===== config.mk =====
export PLATFORM = sky130hd
export DESIGN_NAME = chord_keyboard_encoder_top
export DESIGN_NICKNAME = d
export VERILOG_FILES = /design/src/rtl/core/cke_pkg.sv /design/src/rtl/core/cke_debounce.sv /design/src/rtl/core/cke_decode.sv /design/src/rtl/core/chord_keyboard_encoder_top.sv
export SDC_FILE = /design/constraint.sdc
export NUM_CORES = 1
export LEC_CHECK = 0
export BUFFER_PORTS_ARGS = -buffer_cell sky130_fd_sc_hd__clkbuf_2
export CORE_ASPECT_RATIO = 1.4
export CORE_MARGIN = 2
export CORE_UTILIZATION = 60
export DETAILED_ROUTE_END_ITERATION = 10
export PLACE_DENSITY_LB_ADDON = 0.25
export SLEW_MARGIN = 10
export SYNTH_ARGS = -nofsm -noshare
export SYNTH_HDL_FRONTEND = slang
export SYNTH_SLANG_ARGS = --single-unit

===== constraint.sdc =====
create_clock -name clk_i -period 5.9 [get_ports clk_i]
set_input_delay 0.885 -clock clk_i [delete_from_list [all_inputs] [get_ports clk_i]]
set_output_delay 0.885 -clock clk_i [all_outputs]
set_load 0.05 [all_outputs]

===== src/rtl/core/cke_pkg.sv =====
`default_nettype none

package cke_pkg;

  // Debounce depth in samples and number of chord buttons.
  localparam int unsigned STABLE_SAMPLES = 8;
  localparam int unsigned BUTTON_COUNT   = 5;

  localparam int unsigned CODE_W = 7;

  typedef logic [STABLE_SAMPLES-1:0] hist_t;
  typedef logic [BUTTON_COUNT-1:0]   chord_t;
  typedef logic [CODE_W-1:0]         code_t;

  typedef enum logic [1:0] {
    KIND_CHAR = 2'd0,
    KIND_BS   = 2'd1,
    KIND_CR   = 2'd2,
    KIND_NONE = 2'd3
  } key_kind_e;

  // Table markers for the non-printing entries.
  localparam code_t CODE_UNMAPPED = 7'h00;
  localparam code_t CODE_BS       = 7'h08;
  localparam code_t CODE_CR       = 7'h0D;

  // Chord to key, indexed by the chord (bit4 thumb .. bit0 pinkie).
  localparam code_t KEY_TABLE [32] = '{
    CODE_UNMAPPED, 7'h75, 7'h6F, 7'h73, 7'h69, 7'h7A, 7'h6C, CODE_UNMAPPED,
    7'h65, 7'h62, 7'h6D, 7'h78, 7'h74, 7'h71, CODE_BS, 7'h68,
    7'h61, 7'h79, 7'h6B, CODE_CR, 7'h64, 7'h77, 7'h67, 7'h63,
    7'h6E, 7'h70, 7'h66, 7'h76, CODE_UNMAPPED, 7'h6A, 7'h72, 7'h20
  };

  // Completed chord from the debounce stage.
  typedef struct packed {
    logic   fire;
    chord_t chord;
  } chord_evt_t;

endpackage

`default_nettype wire


===== src/rtl/core/cke_debounce.sv =====
`default_nettype none

module cke_debounce
  import cke_pkg::*;
(
  input  wire logic   clk_i,
  input  wire logic   rst_ni,
  input  wire logic   step_i,    // process one tick
  input  wire chord_t levels_i,  // active low
  output chord_evt_t  evt_o
);

  hist_t  hist_q [BUTTON_COUNT];
  hist_t  hist_d [BUTTON_COUNT];
  chord_t marks_q, marks_d, marks_upd;
  logic   any_held_q, any_held_d, any_held_upd;
  logic   all_rel;

  always_comb begin
    marks_upd = marks_q;
    all_rel   = 1'b1;
    for (int i = 0; i < BUTTON_COUNT; i++) begin
      hist_d[i] = {hist_q[i][STABLE_SAMPLES-2:0], levels_i[i]};
      if (hist_d[i] == '0) marks_upd[i] = 1'b1;
      if (hist_d[i] != '1) all_rel = 1'b0;
    end
    any_held_upd = any_held_q | (marks_upd != '0);
  end

  always_comb begin
    evt_o.fire  = step_i & any_held_upd & all_rel;
    evt_o.chord = marks_upd;
    marks_d     = marks_q;
    any_held_d  = any_held_q;
    if (step_i) begin
      marks_d    = evt_o.fire ? '0 : marks_upd;
      any_held_d = evt_o.fire ? 1'b0 : any_held_upd;
    end
  end

  always_ff @(posedge clk_i or negedge rst_ni) begin
    if (!rst_ni) begin
      for (int i = 0; i < BUTTON_COUNT; i++) hist_q[i] <= '0;
      marks_q    <= '0;
      any_held_q <= 1'b0;
    end else begin
      if (step_i) begin
        for (int i = 0; i < BUTTON_COUNT; i++) hist_q[i] <= hist_d[i];
      end
      marks_q    <= marks_d;
      any_held_q <= any_held_d;
    end
  end

endmodule

`default_nettype wire


===== src/rtl/core/cke_decode.sv =====
`default_nettype none

module cke_decode
  import cke_pkg::*;
(
  input  wire chord_t chord_i,
  output key_kind_e   kind_o,
  output code_t       code_o
);

  code_t raw;

  assign raw = KEY_TABLE[chord_i];

  always_comb begin
    kind_o = KIND_CHAR;
    code_o = raw;
    unique case (raw)
      CODE_UNMAPPED: begin
        kind_o = KIND_NONE;
        code_o = '0;
      end
      CODE_BS: begin
        kind_o = KIND_BS;
        code_o = '0;
      end
      CODE_CR: begin
        kind_o = KIND_CR;
        code_o = '0;
      end
      default: begin
        kind_o = KIND_CHAR;
        code_o = raw;
      end
    endcase
  end

endmodule

`default_nettype wire


===== src/rtl/core/chord_keyboard_encoder_top.sv =====
`default_nettype none

// Five-button chord encoder. Each input request is one sample tick: the
// raw active-low pin levels plus a link-up flag (ticks with the flag low are
// taken and ignored). Every button is shifted into its own 8-sample history;
// a button counts as held once its history is all zeros, and that mark sticks.
// When some button has been held and all histories read all ones (every
// button released), one result request goes out with the chord and the key
// decoded from a fixed table: a letter or space (kind 0, ASCII in char_code),
// backspace (1), return (2) or unmapped (3); char_code is 0 for kinds 1-3.
// Rate: one tick per clock cycle sustained while results are taken as they
// appear. An accepted tick passes the input register and then the result
// register; the debounce update and table lookup sit between them. A tick
// leaves the input register only when the result register is empty or being
// taken, so while a result waits one more tick parks in the input register
// and then the input side stalls until the result is taken. After reset the
// histories read all zeros, so a button seen pressed on the first tick is
// held at once.

module chord_keyboard_encoder_top
  import cke_pkg::*;
(
  input  wire logic        clk_i,
  input  wire logic        rst_ni,
  input  wire logic        s_axis_tvalid_i,
  output      logic        s_axis_tready_o,
  input  wire logic [7:0]  s_axis_tdata_i,   // [4:0] raw_levels, [5] link_up
  output      logic        m_axis_tvalid_o,
  input  wire logic        m_axis_tready_i,
  output      logic [15:0] m_axis_tdata_o,   // [4:0] chord, [11:5] char_code
  output      logic [1:0]  m_axis_tuser_o    // [1:0] key_kind
);

  // input register
  logic   in_vld_q;
  chord_t in_lvl_q;
  logic   in_link_q;
  logic   adv;            // input register moves into the result side

  // result register
  logic      out_vld_q, out_vld_d;
  chord_t    out_chord_q;
  key_kind_e out_kind_q;
  code_t     out_code_q;

  chord_evt_t evt;
  key_kind_e  dec_kind;
  code_t      dec_code;

  assign adv             = in_vld_q & (~out_vld_q | m_axis_tready_i);
  assign s_axis_tready_o = ~in_vld_q | adv;

  always_ff @(posedge clk_i or negedge rst_ni) begin
    if (!rst_ni) begin
      in_vld_q <= 1'b0;
    end else if (s_axis_tready_o) begin
      in_vld_q <= s_axis_tvalid_i;
    end
  end

  always_ff @(posedge clk_i) begin
    if (s_axis_tready_o && s_axis_tvalid_i) begin
      in_lvl_q  <= s_axis_tdata_i[BUTTON_COUNT-1:0];
      in_link_q <= s_axis_tdata_i[BUTTON_COUNT];
    end
  end

  cke_debounce u_debounce (
    .clk_i    (clk_i),
    .rst_ni   (rst_ni),
    .step_i   (adv & in_link_q),
    .levels_i (in_lvl_q),
    .evt_o    (evt)
  );

  cke_decode u_decode (
    .chord_i (evt.chord),
    .kind_o  (dec_kind),
    .code_o  (dec_code)
  );

  // a taken result clears the slot unless a new chord lands in the same cycle
  always_comb begin
    out_vld_d = out_vld_q;
    if (adv) begin
      out_vld_d = evt.fire;
    end else if (m_axis_tready_i) begin
      out_vld_d = 1'b0;
    end
  end

  always_ff @(posedge clk_i or negedge rst_ni) begin
    if (!rst_ni) begin
      out_vld_q <= 1'b0;
    end else begin
      out_vld_q <= out_vld_d;
    end
  end

  always_ff @(posedge clk_i) begin
    if (evt.fire) begin
      out_chord_q <= evt.chord;
      out_kind_q  <= dec_kind;
      out_code_q  <= dec_code;
    end
  end

  assign m_axis_tvalid_o = out_vld_q;
  assign m_axis_tdata_o  = {4'b0, out_code_q, out_chord_q};
  assign m_axis_tuser_o  = out_kind_q;

  // a new result only ever follows a tick that moved out of the input register
  assert property (@(posedge clk_i) disable iff (!rst_ni)
    $rose(out_vld_q) |-> $past(adv))
    else $error("result appeared without an advancing tick");

  // a sent chord always has at least one held button
  assert property (@(posedge clk_i) disable iff (!rst_ni)
    out_vld_q |-> (out_chord_q != '0))
    else $error("empty chord sent");

  // char_code is nonzero exactly for character results
  assert property (@(posedge clk_i) disable iff (!rst_ni)
    out_vld_q |-> ((out_kind_q == KIND_CHAR) == (out_code_q != '0)))
    else $error("char_code does not match key_kind");

  // the input side stalls only behind a full input register
  assert property (@(posedge clk_i) disable iff (!rst_ni)
    !s_axis_tready_o |-> (in_vld_q && out_vld_q && !m_axis_tready_i))
    else $error("input stalled without cause");

endmodule

`default_nettype wire

; Yosys cells after proc, flatten, opt, wreduce, memory -nomap -nowiden
; Memory sizes are Yosys's and may differ from the RTL's.
; Index checks and enable logic that the tools add are counted.
[word_totals]
regBits = 63
rom_bits = 224
input_bits = 12
wordCells = 60
memories = 1
[op_classes]
order_cmp = 1
eq_ne = 7
mux = 17
bitwise = 10
reduce_logical = 10
[memory_table]
columns = memory, depth, word_bits, rd, rd_ports_with_merged_regs, wr, line_no
row1 = (no name shown), 32, 7, 1, 0, 0, cke_decode.sv:13  ; assign raw = KEY_TABLE[chord_i];
[ops]
columns = cell, n
row1 = logical NOT 8 bit, 5
row2 = != test 8 bit (second input constant), 5
row3 = == test 7 x 4 -> 1 bit (second input constant), 2
row4 = 2-to-1 mux 7 bit, 2
row5 = 2-to-1 mux 1 bit, 13
row6 = logical NOT 7 bit, 1
row7 = greater-or-equal comparator 6 bit (second input constant), 1
row8 = NOT 5 -> 6 bit, 1
row9 = one-hot mux 2 bit (3 select lines), 1
row10 = 2-to-1 mux 5 bit, 1
row11 = nonzero test 5 bit, 1
row12 = bitwise AND 1 bit, 4
row13 = OR 1 bit, 3
row14 = OR reduction 3 bit, 1
row15 = NOT 1 bit, 2
row16 = nonzero test 2 bit, 1
row17 = logical AND 1 bit, 1

; Depth between registers and ports, before layout
; Gate-level depths: netlist of run 1.
[logic_depth]
word_depth = 8
ltp_mapped = 10

; Cells and area by module
; Synthesis of run 1 repeated with hierarchy kept, for this count alone.
[unflattened]
cells_unflattened = 254
hier_area_um2 = 3226.8
[by_module_without_submodules]
columns = module, n_inst, cells_per_inst, area_each_um2
row1 = cke_debounce, 1, 133, 1790.5
row2 = chord_keyboard_encoder_top, 1, 34, 739.5
row3 = cke_decode, 1, 87, 696.9

; Worst setup path before layout of run 1
; OpenSTA, ideal clock, no wires.
[synth_timing]
kind = input port to flip-flop
startpoint = input port m_axis_tready_i
endpoint = register out_kind_q[0] (netlist: m_axis_tuser_o[0]), enable pin
arrival_time_ps = 2483
t_required_ps = 5510
setup_slack_ps = 3026
path_stages = 7
path_buffers = 1
cell_sequence = nand2b_1 -> and3_1 -> clkbuf_1 -> nand2_1 -> nor3_1 -> nand3_1 -> nor2_1
[synth_rtl]
columns = item, line_no
row1 = "start, declared", chord_keyboard_encoder_top.sv:29  ; input wire logic m_axis_tready_i,
row2 = "end signal, assigned", chord_keyboard_encoder_top.sv:103  ; out_kind_q <= dec_kind;
row3 = "end, declared", chord_keyboard_encoder_top.sv:43  ; key_kind_e out_kind_q;

; Final worst setup path of run 1
[layout_timing]
startpoint = register in_lvl_q[1]
endpoint = register out_kind_q[1] (netlist: m_axis_tuser_o[1]), data pin
[layout_via]
elab_chain_cells = 8
[layout_lines]
columns = item, line_no
row1 = "start, declared", chord_keyboard_encoder_top.sv:36  ; chord_t in_lvl_q;
row2 = "start signal, assigned", chord_keyboard_encoder_top.sv:63  ; in_lvl_q <= s_axis_tdata_i[BUTTON_COUNT-1:0];
row3 = logical NOT 8 bit (*), cke_debounce.sv:24  ; if (hist_d[i] == '0) marks_upd[i] = 1'b1;
row4 = 2-to-1 mux 1 bit (*), cke_debounce.sv:24
row5 = NOT 5 -> 6 bit (implied by the code) (*), cke_decode.sv:13
row6 = memory (32 x 7 bit) (*), -
row7 = 2-to-1 mux 7 bit (implied by the code) (*) (2 in a row), cke_decode.sv:13
row8 = == test 7 x 4 -> 1 bit / logical NOT 7 bit (equally long branches), cke_decode.sv:18  ; unique case (raw)
row9 = one-hot mux 2 bit (3 select lines) (*), cke_decode.sv:18
row10 = named net dec_kind[1], chord_keyboard_encoder_top.sv:47  ; key_kind_e dec_kind;
; Mark *: on every way through the listed nets, which the timed path passes. The rest lies on a longest branch. The select of a mux whose other input is x is not followed.
; A chain may end at the register's enable or synchronous reset.

==> flow_summary.toml, run 1 <==
[timing]
maxSlewViolCount = 0
finClkSkew_ns = 0.0119
period_needed_ns = 2.90
fin_setup_tns_ns = 0
fmax_mhz = 345
rsz0062_at_grt = "false"
final_hold_viol_count = 0
fin_crit_sh = 0.491
worst_pin_slew_ns = 1.02
setup_viol = 0
max_slew_margin = 0.317
hold_slack_ns = 0.503

[synthesis]
synth_area_sq_um = 3080
ys_warn_count = 0
ys_seq_area_frac = 0.544
ys_types = 51
ys_seq_elements = 63
async_flop_share = 0.683
synth_edf_count = 20
synthesis.instances = 241
ys.flop_type = "dfrtp_1"
avgSynthCellArea_sq_um = 12.8

[routing]
drc_errors = 0
ant_nets = 0
first_pass_iters = 4
drtIter0Drc = 106
vias_per_cell = 5.88
vias = 1986
wl_per_cell_microns = 15.8
wirelength_microns = 5340

[clocking]
cts_resized = 0
cts_tree = "yes"
cts_sinks = 63
cts_buffers = 9
cts.repair_timing.setup_buffer_count = 0
cts_hold_buffers = 0
cts_max_path_buffers = 2
clock-root-buffer = "clkbuf_8"
htree_levels = 3
clk_pin_slew_ns = 0.07
clock_insertion_delay_worst_skew_ns = 0.34

[setup_path]
setup.worst_path.class = "reg2reg"
reg2reg_to = "m_axis_tuser_o[1]"
cp_slowest_cell = "nor4_2"
cp_num_cells = 9
rr_startpoint = "in_lvl_q[1]"
r2r_slack_ns = 3.00
worstPathMaxFanout = 11
path_delay_family = "simple AND/OR/NAND/NOR gates"
crit_buf_inv = 1
path_cells = "nor4_1 > a21o_1 > inv_2 > ha_1 > mux2i_1 > o21a_1 > o21ai_2 > nor4_2 > a21boi_1"
cp-start-kind = "register"
cp.arrival_ns = 3.08
slowest_delay_ns = 0.47
crit_required_ns = 6.08
r2r_cells = 9
cp-end-kind = "register"

[cells_and_area]
nets = 288
final_util = 0.698
final_common_cell = "dfrtp_1"
antenna_cells = 0
instances_no_fill = 338
final_layout_size_suffix_gt1_frac = 0.369
layout_common_cells = "dfrtp_1 (43), mux2_2 (34), clkbuf_2 (25), edfxtp_1 (20), nor2_1 (15)"
fin_area_sq_um = 3400
area_growth_syn_to_layout_pct = 10.6

[grt]
busiest_layer = "met2"
grt_pass1_vias = 1903
grt_pass1_wl_microns = 8630
grt_max_degree = 44
antenna_found_initial = 0
grt_use_met3 = 0.0420
grtUsageMet1 = 0.234
overflow = 0
use_met2 = 0.350
grt_usage = 0.205

[status]
status = "finished clean"

[placed_design]
port_buffers = 25
dp_hpwl_microns = 3580
place.gp.congestion = 0.912
post-place-cells = 322
dpl-instance-area_sq_um = 3220

[floorplan]
num_io_pins = 32
dieArea_sq_um = 5730
die_y_microns = 88.8
die_w_microns = 64.5
rows = 30
initial_core_util = 0.631
design.core.area_sq_um = 4880

[power]
peakVddDrop_uv = 238
leakage_nw = 1.37
power_density_nw_per_um2 = 477

[hold_path]
hp-start = "u_debounce.any_held_q"
hold_end = "u_debounce.any_held_q"
min_path_type = "reg2reg"
hold_depth = 2

[run]
max_cap_viol_count = 0
layer usage:
| layer | part of all wire | vias to the layer above |
|---|---|---|
| li1 | - | 961 |
| met1 | 0.43 | 947 |
| met2 | 0.51 | 60 |
| met3 | 0.032 | 18 |
| met4 | 0.030 | 0 |
| met5 | 0 | - |
area by class of cell:
type / count / area [sq um]
clock buffer: 13 / 169
clock inverter: 3 / 16.3
fill: 348 / 1480
inverter: 7 / 31.3
multi-input combinational: 160 / 1280
sequential: 63 / 1680
tap: 64 / 80.1
timing repair buffer: 28 / 148
synthesized netlist by cell type (2+ instances only):
library cell / instances / area (sq um)
a211oi_1: 3 / 22.5
a21o_1: 2 / 15.0
a21oi_1: 8 / 40.0
a21oi_4: 2 / 32.5
a31oi_1: 8 / 50.1
and2_1: 2 / 12.5
and3_1: 2 / 12.5
buf_4: 5 / 37.5
buf_6: 2 / 22.5
clkbuf_1: 5 / 18.8
clkinv_2: 2 / 10.0
dfrtp_1: 43 / 1080
edfxtp_1: 20 / 601
ha_1: 7 / 87.6
inv_1: 2 / 7.51
inv_2: 2 / 7.51
mux2_2: 34 / 383
mux2i_1: 2 / 20.0
nand2_1: 7 / 26.3
nand2b_1: 3 / 18.8
nand3_1: 6 / 30.0
nand4_1: 9 / 56.3
nor2_1: 15 / 56.3
nor3_1: 5 / 25.0
nor4_1: 6 / 37.5
nor4_2: 5 / 62.6
nor4_4: 2 / 42.5
o211ai_1: 2 / 15.0
o21a_1: 2 / 15.0
o21ai_0: 6 / 30.0
o22ai_2: 2 / 25.0
worst register-to-register path, delay by kind of cell, from the launching register on:
kind / cells / cell delay, ns
compound gates: 4 / 0.86
fa+ha+maj: 1 / 0.25
mux: 1 / 0.13
flops: 1 / 0.41
simple gates: 2 / 0.93
buf+inv: 1 / 0.17
worst max path at each step:
stage,to,startpoint
6_report,m_axis_tuser_o[1],in_lvl_q[1]
4_1_cts,m_axis_tuser_o[1],u_debounce.hist_d[9]
2_1_floorplan,m_axis_tuser_o[0],m_axis_tready_i
3_5_place_dp,out_chord_q[3],m_axis_tready_i
3_3_place_gp,out_chord_q[1],m_axis_tready_i
5_1_grt,out_code_q[3],in_lvl_q[1]
metrics by stage:
step,total power [mW],worst slack [ns]
after floorplan,1.17,3.03
after global placement,1.25,3.02
after detailed placement,1.27,2.96
after CTS,1.62,3.05
after global routing,1.72,2.75
final,1.62,3.00
power by group:
part           switching [mW]  leakage, nW  internal, mW
clock network           0.161       0.0997         0.186
registers               0.125        0.699         0.587
logic                   0.324        0.567         0.241
total                   0.610         1.37          1.01
sequential cells by signal, indices dropped and copies added, names as in the netlist:
signal,count
u_debounce.hist_d,35
out_code_q,7
in_lvl_q,5
out_chord_q,5
u_debounce.marks_q,5
m_axis_tuser_o,2
in_link_q,1
in_vld_q,1
m_axis_tvalid_o,1
u_debounce.any_held_q,1
cells by family after synthesis:
logic type,after synthesis,synth area share
AO/OA/AOI/OAI,46,0.117
XOR/XNOR,1,0.00284
adder cells (fa/ha/maj),7,0.0284
buffers and inverters,21,0.0423
flip-flops,63,0.544
multiplexers,36,0.131
other,1,0.00122
AND/OR/NAND/NOR,66,0.133
(Power assumes the default switching activity.)
==> run 2, diff against run 1 <==
--- a/config.mk
+++ b/config.mk
@@ -5,10 +5,11 @@
 export SDC_FILE = /design/constraint.sdc
 export NUM_CORES = 1
 export LEC_CHECK = 0
+export ABC_AREA = 1
 export BUFFER_PORTS_ARGS = -buffer_cell sky130_fd_sc_hd__clkbuf_2
 export CORE_ASPECT_RATIO = 1.4
 export CORE_MARGIN = 2
-export CORE_UTILIZATION = 60
+export CORE_UTILIZATION = 59
 export DETAILED_ROUTE_END_ITERATION = 10
 export PLACE_DENSITY_LB_ADDON = 0.25
 export SLEW_MARGIN = 10
==> constraint.sdc (replaced) <==
create_clock -name clk_i -period 2.9 [get_ports clk_i]
set_input_delay 0.435 -clock clk_i [delete_from_list [all_inputs] [get_ports clk_i]]
set_output_delay 0.435 -clock clk_i [all_outputs]
set_load 0.05 [all_outputs]
==> flow_summary.toml, run 2 <==
[status]
status = "finished clean"

[clocking]
cts.repair_timing.setup_buffer_count = 0
clock_insertion_delay_worst_skew_ns = 0.33
cts_buffers = 9
cts_resized = 0
cts_hold_buffers = 0
clk_pin_slew_ns = 0.06
htree_levels = 3
cts_sinks = 63
clock-root-buffer = "clkbuf_8"
cts_max_path_buffers = 2
cts_tree = "yes"

[synthesis]
yosys.area.top_type = "dfrtp_1"
post-synth-top-area-fraction = 0.338
ys_types = 32
ys_warn_count = 0
synth_edf_count = 20
ys.flop_type = "dfrtp_1"
avgSynthCellArea_sq_um = 8.55
synthesis.instances = 373
yosys-top-cells-area = "dfrtp_1 (34%), edfxtp_1 (19%), nand2_1 (17%)"
synth_area_sq_um = 3190
ys_top_cells_by_count = "nand2_1 (144), dfrtp_1 (43), inv_1 (28), nor2_1 (28), edfxtp_1 (20)"
async_flop_share = 0.683
ys_seq_elements = 63
ys_seq_area_frac = 0.526
yosysMostFrequentCell = "nand2_1"

[timing]
fin_crit_sh = 0.807
fin_setup_tns_ns = 0
rsz0062_at_grt = "false"
final_hold_viol_count = 0
hold_slack_ns = 0.275
period_needed_ns = 2.34
setup_viol = 0
fmax_mhz = 427
worst_pin_slew_ns = 1.06
finalWorstSetupSlack_ns = 0.560
finClkSkew_ns = 0.00615
max_slew_margin = 0.293
maxSlewViolCount = 0

[power]
clkPwrFrac = 0.228
p_seq_frac = 0.453
power_density_nw_per_um2 = 743
p_comb_frac = 0.318
switchingPower_uw = 948
internal_power_mw = 1.66
leakage_nw = 1.77
netSwitchingFraction = 0.363
peakVddDrop_uv = 491

[cells_and_area]
nets = 422
fillerInstances = 463
multi_input_area_sq_um = 1320
seqCellArea_sq_um = 1680
area_growth_syn_to_layout_pct = 10.2
final_common_cell = "nand2_1"
instances_no_fill = 472
layout_common_cells = "nand2_1 (144), dfrtp_1 (43), inv_1 (28), nor2_1 (27), clkbuf_2 (25)"
final_layout_size_suffix_gt1_frac = 0.197
fin_area_sq_um = 3510
largest_register_ffs = 35
antenna_cells = 0

[grt]
overflow = 0
grt_max_degree = 48
grt_pass1_vias = 2316
antenna_found_initial = 0
grt_usage = 0.233
grt_pass1_wl_microns = 10600

[routing]
wirelength_microns = 6000
vias_per_cell = 5.16
first_pass_iters = 4
drtIter0Drc = 181
wl_per_cell_microns = 12.7
vias = 2437
drc_errors = 0
ant_nets = 0

[setup_path]
cp_slowest_cell = "nor2_2"
cp-start-kind = "register"
cp_num_cells = 11
reg2reg_to = "u_debounce.marks_q[1]"
r2r_slack_ns = 0.56
path_delay_family = "simple AND/OR/NAND/NOR gates"
crit_required_ns = 3.13
setup.worst_path.class = "reg2reg"
rr_startpoint = "u_debounce.hist_d[31]"
path_cells = "nor2_1 > nand2_2 > nor2_1 > nor2_2 > ha_1 > nand3_1 > o31ai_1 > nor2_2 > inv_2 > o21ai_1 > inv_1"
cp-end-kind = "register"
worstPathMaxFanout = 15
endpoint = "u_debounce.marks_q[1]"
r2r_cells = 11
slowest_delay_ns = 0.59
cp.arrival_ns = 2.57
crit_path_start = "u_debounce.hist_d[31]"
crit_buf_inv = 2

[floorplan]
initial_core_util = 0.613
design.core.area_sq_um = 5200
dieArea_sq_um = 6020
die_w_microns = 66.1
rows = 31
die_y_microns = 91.0
num_io_pins = 32

[hold_path]
min_path_type = "in2async"

[run]
max_cap_viol_count = 0

[placed_design]
post-place-ws_ns = 0.180
place.gp.congestion = 0.954
post-place-cells = 458
dp_hpwl_microns = 4300
dpl-instance-area_sq_um = 3370
port_buffers = 25
-- run 2: how the worst min path moves through the flow --
stage | startpoint | end | cells after the start
after floorplan | rst_ni | in_vld_q | 0
after global placement | u_debounce.marks_q[4] | u_debounce.marks_q[4] | 2
after detailed placement | u_debounce.marks_q[4] | u_debounce.marks_q[4] | 2
after CTS | s_axis_tdata_i[0] | in_lvl_q[0] | 1
after global routing | s_axis_tdata_i[2] | in_lvl_q[2] | 1
final | rst_ni | u_debounce.hist_d[13] | 1
-- run 2: cells by family (layout without fill, tap and decap cells) --
family	after synthesis	after routing	share of synthesized area
fa+ha+maj	7	7	0.0275
compound gates	30	30	0.0644
buf+inv	47	77	0.0636
other cells	1	4	0.00118
flops	63	63	0.526
simple gates	225	225	0.318
-- run 2: area by class of cell --
class | instances | share of cell area
Timing Repair Buffer | 30 | 0.0463
Multi-Input combinational cell | 266 | 0.376
Clock inverter | 2 | 0.00285
Clock buffer | 12 | 0.0385
Sequential cell | 63 | 0.477
Inverter | 33 | 0.0353
Tap cell | 66 | 0.0235
-- run 2: stage by stage --
step / utilization / total power, mW
final: 0.676 / 2.61
after global routing: 0.676 / 2.82
after CTS: 0.675 / 2.64
after detailed placement: 0.648 / 2.03
after global placement: 0.648 / 2.01
after floorplan: - / 1.85
-- run 2: layer usage --
metal  wire (microns)  global-route usage  up-vias
met4              150               0.105        0
met3              188              0.0520       11
li1                 -                   -     1238
met1             2580               0.298     1136
met2             3080               0.374       52
met5                0                   0        -
-- run 2: power by group through the flow --
stage	combinational (mW)	clock [mW]	sequential [mW]
finish	0.830	0.596	1.18
floorplan	0.685	0	1.17
global placement	0.815	0	1.19
detailed placement	0.837	0	1.20
CTS	0.839	0.617	1.18
global route	0.965	0.649	1.20
==> run 3, diff against run 2 <==
--- a/config.mk
+++ b/config.mk
@@ -9,7 +9,7 @@
 export BUFFER_PORTS_ARGS = -buffer_cell sky130_fd_sc_hd__clkbuf_2
 export CORE_ASPECT_RATIO = 1.4
 export CORE_MARGIN = 2
-export CORE_UTILIZATION = 59
+export CORE_UTILIZATION = 53
 export DETAILED_ROUTE_END_ITERATION = 10
 export PLACE_DENSITY_LB_ADDON = 0.25
 export SLEW_MARGIN = 10
==> constraint.sdc (replaced) <==
create_clock -name clk_i -period 2 [get_ports clk_i]
set_input_delay 0.3 -clock clk_i [delete_from_list [all_inputs] [get_ports clk_i]]
set_output_delay 0.3 -clock clk_i [all_outputs]
set_load 0.05 [all_outputs]
==> flow_summary.toml, run 3 (synthesis results as in run 2) <==
[cells_and_area]
instances_no_fill = 530
nets = 474
fillerInstances = 440
area_growth_syn_to_layout_pct = 28.5
layout_common_cells = "nand2_1 (134), buf_4 (54), dfrtp_1 (43), inv_1 (27), clkbuf_2 (25)"
final_util = 0.703
seqCellArea_sq_um = 1680
final_layout_size_suffix_gt1_frac = 0.341
multi_input_area_sq_um = 1390
antenna_cells = 0
largest_register_ffs = 35
fin_area_sq_um = 4100
final_common_cell = "nand2_1"

[run]
max_cap_viol_count = 0

[grt]
overflow = 0
antenna_found_initial = 0
grt_usage = 0.229
grt_max_degree = 48
grt_pass1_wl_microns = 11900
grt_pass1_vias = 2751

[routing]
wirelength_microns = 6800
ant_nets = 0
vias = 2709
wl_per_cell_microns = 12.8
first_pass_iters = 4
vias_per_cell = 5.11
drtIter0Drc = 166
drc_errors = 0

[setup_path]
r2r_slack_ns = -0.15
cp-end-kind = "register"
cp.arrival_ns = 2.25
crit_required_ns = 2.10
r2r_cells = 15
setup.worst_path.class = "reg2reg"
cp-start-kind = "register"
rr_startpoint = "u_debounce.hist_d[37]"
reg2reg_to = "out_code_q[2]"
worstPathMaxFanout = 5

[floorplan]
rows = 33
design.core.area_sq_um = 5820
num_io_pins = 32
dieArea_sq_um = 6660
die_w_microns = 69.6
die_y_microns = 95.8
initial_core_util = 0.548

[clocking]
cts_max_path_buffers = 2
clk_pin_slew_ns = 0.07
cts_tree = "yes"
cts_sinks = 63
clock-root-buffer = "clkbuf_8"
cts_buffers = 9
htree_levels = 3
clock_insertion_delay_worst_skew_ns = 0.34

[timing]
fin_setup_tns_ns = -1.06
fmax_mhz = 466
setup_viol = 20
finClkSkew_ns = 0.00633
rsz0062_at_grt = "true"
period_needed_ns = 2.15
finalWorstSetupSlack_ns = -0.147
final_hold_viol_count = 0
fin_crit_sh = 1.07
maxSlewViolCount = 0

[hold_path]
hold_depth = 1
min_path_type = "in2reg"
hp-start = "s_axis_tdata_i[0]"
hold_end = "in_lvl_q[0]"

[placed_design]
port_buffers = 25
dp_hpwl_microns = 4780
place.gp.congestion = 0.864
post-place-cells = 507
dpl-instance-area_sq_um = 3740

[power]
power_density_nw_per_um2 = 1140
leakage_nw = 2.09
peakVddDrop_uv = 651
p_total_mw = 4.67

[status]
violations = "setup timing"
status = "finished with violations"
## run 3: power breakdown
part / leakage, nW / switching, mW / internal, mW
clock: 0.121 / 0.481 / 0.789
sequential: 0.727 / 0.129 / 1.55
combinational: 1.24 / 0.969 / 0.756
total: 2.09 / 1.58 / 3.09
## run 3: how the worst max path moves through the flow
stage,startpoint,end,slack (ns),cells past startpoint
2_1_floorplan,u_debounce.hist_d[35],out_code_q[3],0.01,15
3_3_place_gp,u_debounce.hist_d[33],out_code_q[3],-0.07,14
3_5_place_dp,in_lvl_q[0],out_code_q[3],-0.11,14
4_1_cts,in_lvl_q[0],out_code_q[3],-0.07,13
5_1_grt,u_debounce.hist_d[37],out_code_q[3],-0.25,15
6_report,u_debounce.hist_d[37],out_code_q[2],-0.15,15
## run 3: cell type report
type / count / area share
Sequential cell: 63 / 0.409
Inverter: 33 / 0.0302
Clock buffer: 15 / 0.0507
Clock inverter: 1 / 0.00733
Tap cell: 70 / 0.0214
Timing Repair Buffer: 82 / 0.142
Multi-Input combinational cell: 266 / 0.339
## run 3: what timing repair did
action,CTS,global route
hold buffers,1,0
buffers inserted,5,1
pin swaps,12,17
hold endpoints to repair,13,0
gates resized for setup,17,6
endpoints found under the setup margin,5,27
## run 3: per-stage QoR
step,setup slack (ns),hold slack [ns]
6_report,-0.147,0.133
2_1_floorplan,0.0101,0.00441
3_5_place_dp,-0.110,0.232
4_1_cts,-0.0665,0.123
5_1_grt,-0.252,0.121
3_3_place_gp,-0.0710,0.229
## run 3: worst max-delay path, cell delays in order (launching register included)
cell and delay (ns):
dfrtp_1 0.40, nor2_2 0.15, nand2_2 0.11, o21ai_4 0.26
ha_2 0.22, nand2_2 0.07, nand2_1 0.07, nand2_1 0.05
nand2_1 0.07, nand2_1 0.07, nand2_2 0.10, nand2_2 0.06
nor2_2 0.11, nand2_2 0.08, inv_2 0.06, nor2_1 0.03
## run 3: per-layer routing
metal  GRT usage  up-vias  part of all wire
li1            -     1344                 -
met1       0.245     1268              0.39
met2       0.424       74              0.53
met3      0.0419       23             0.036
met4       0.136        0             0.041
met5           0        -                 0
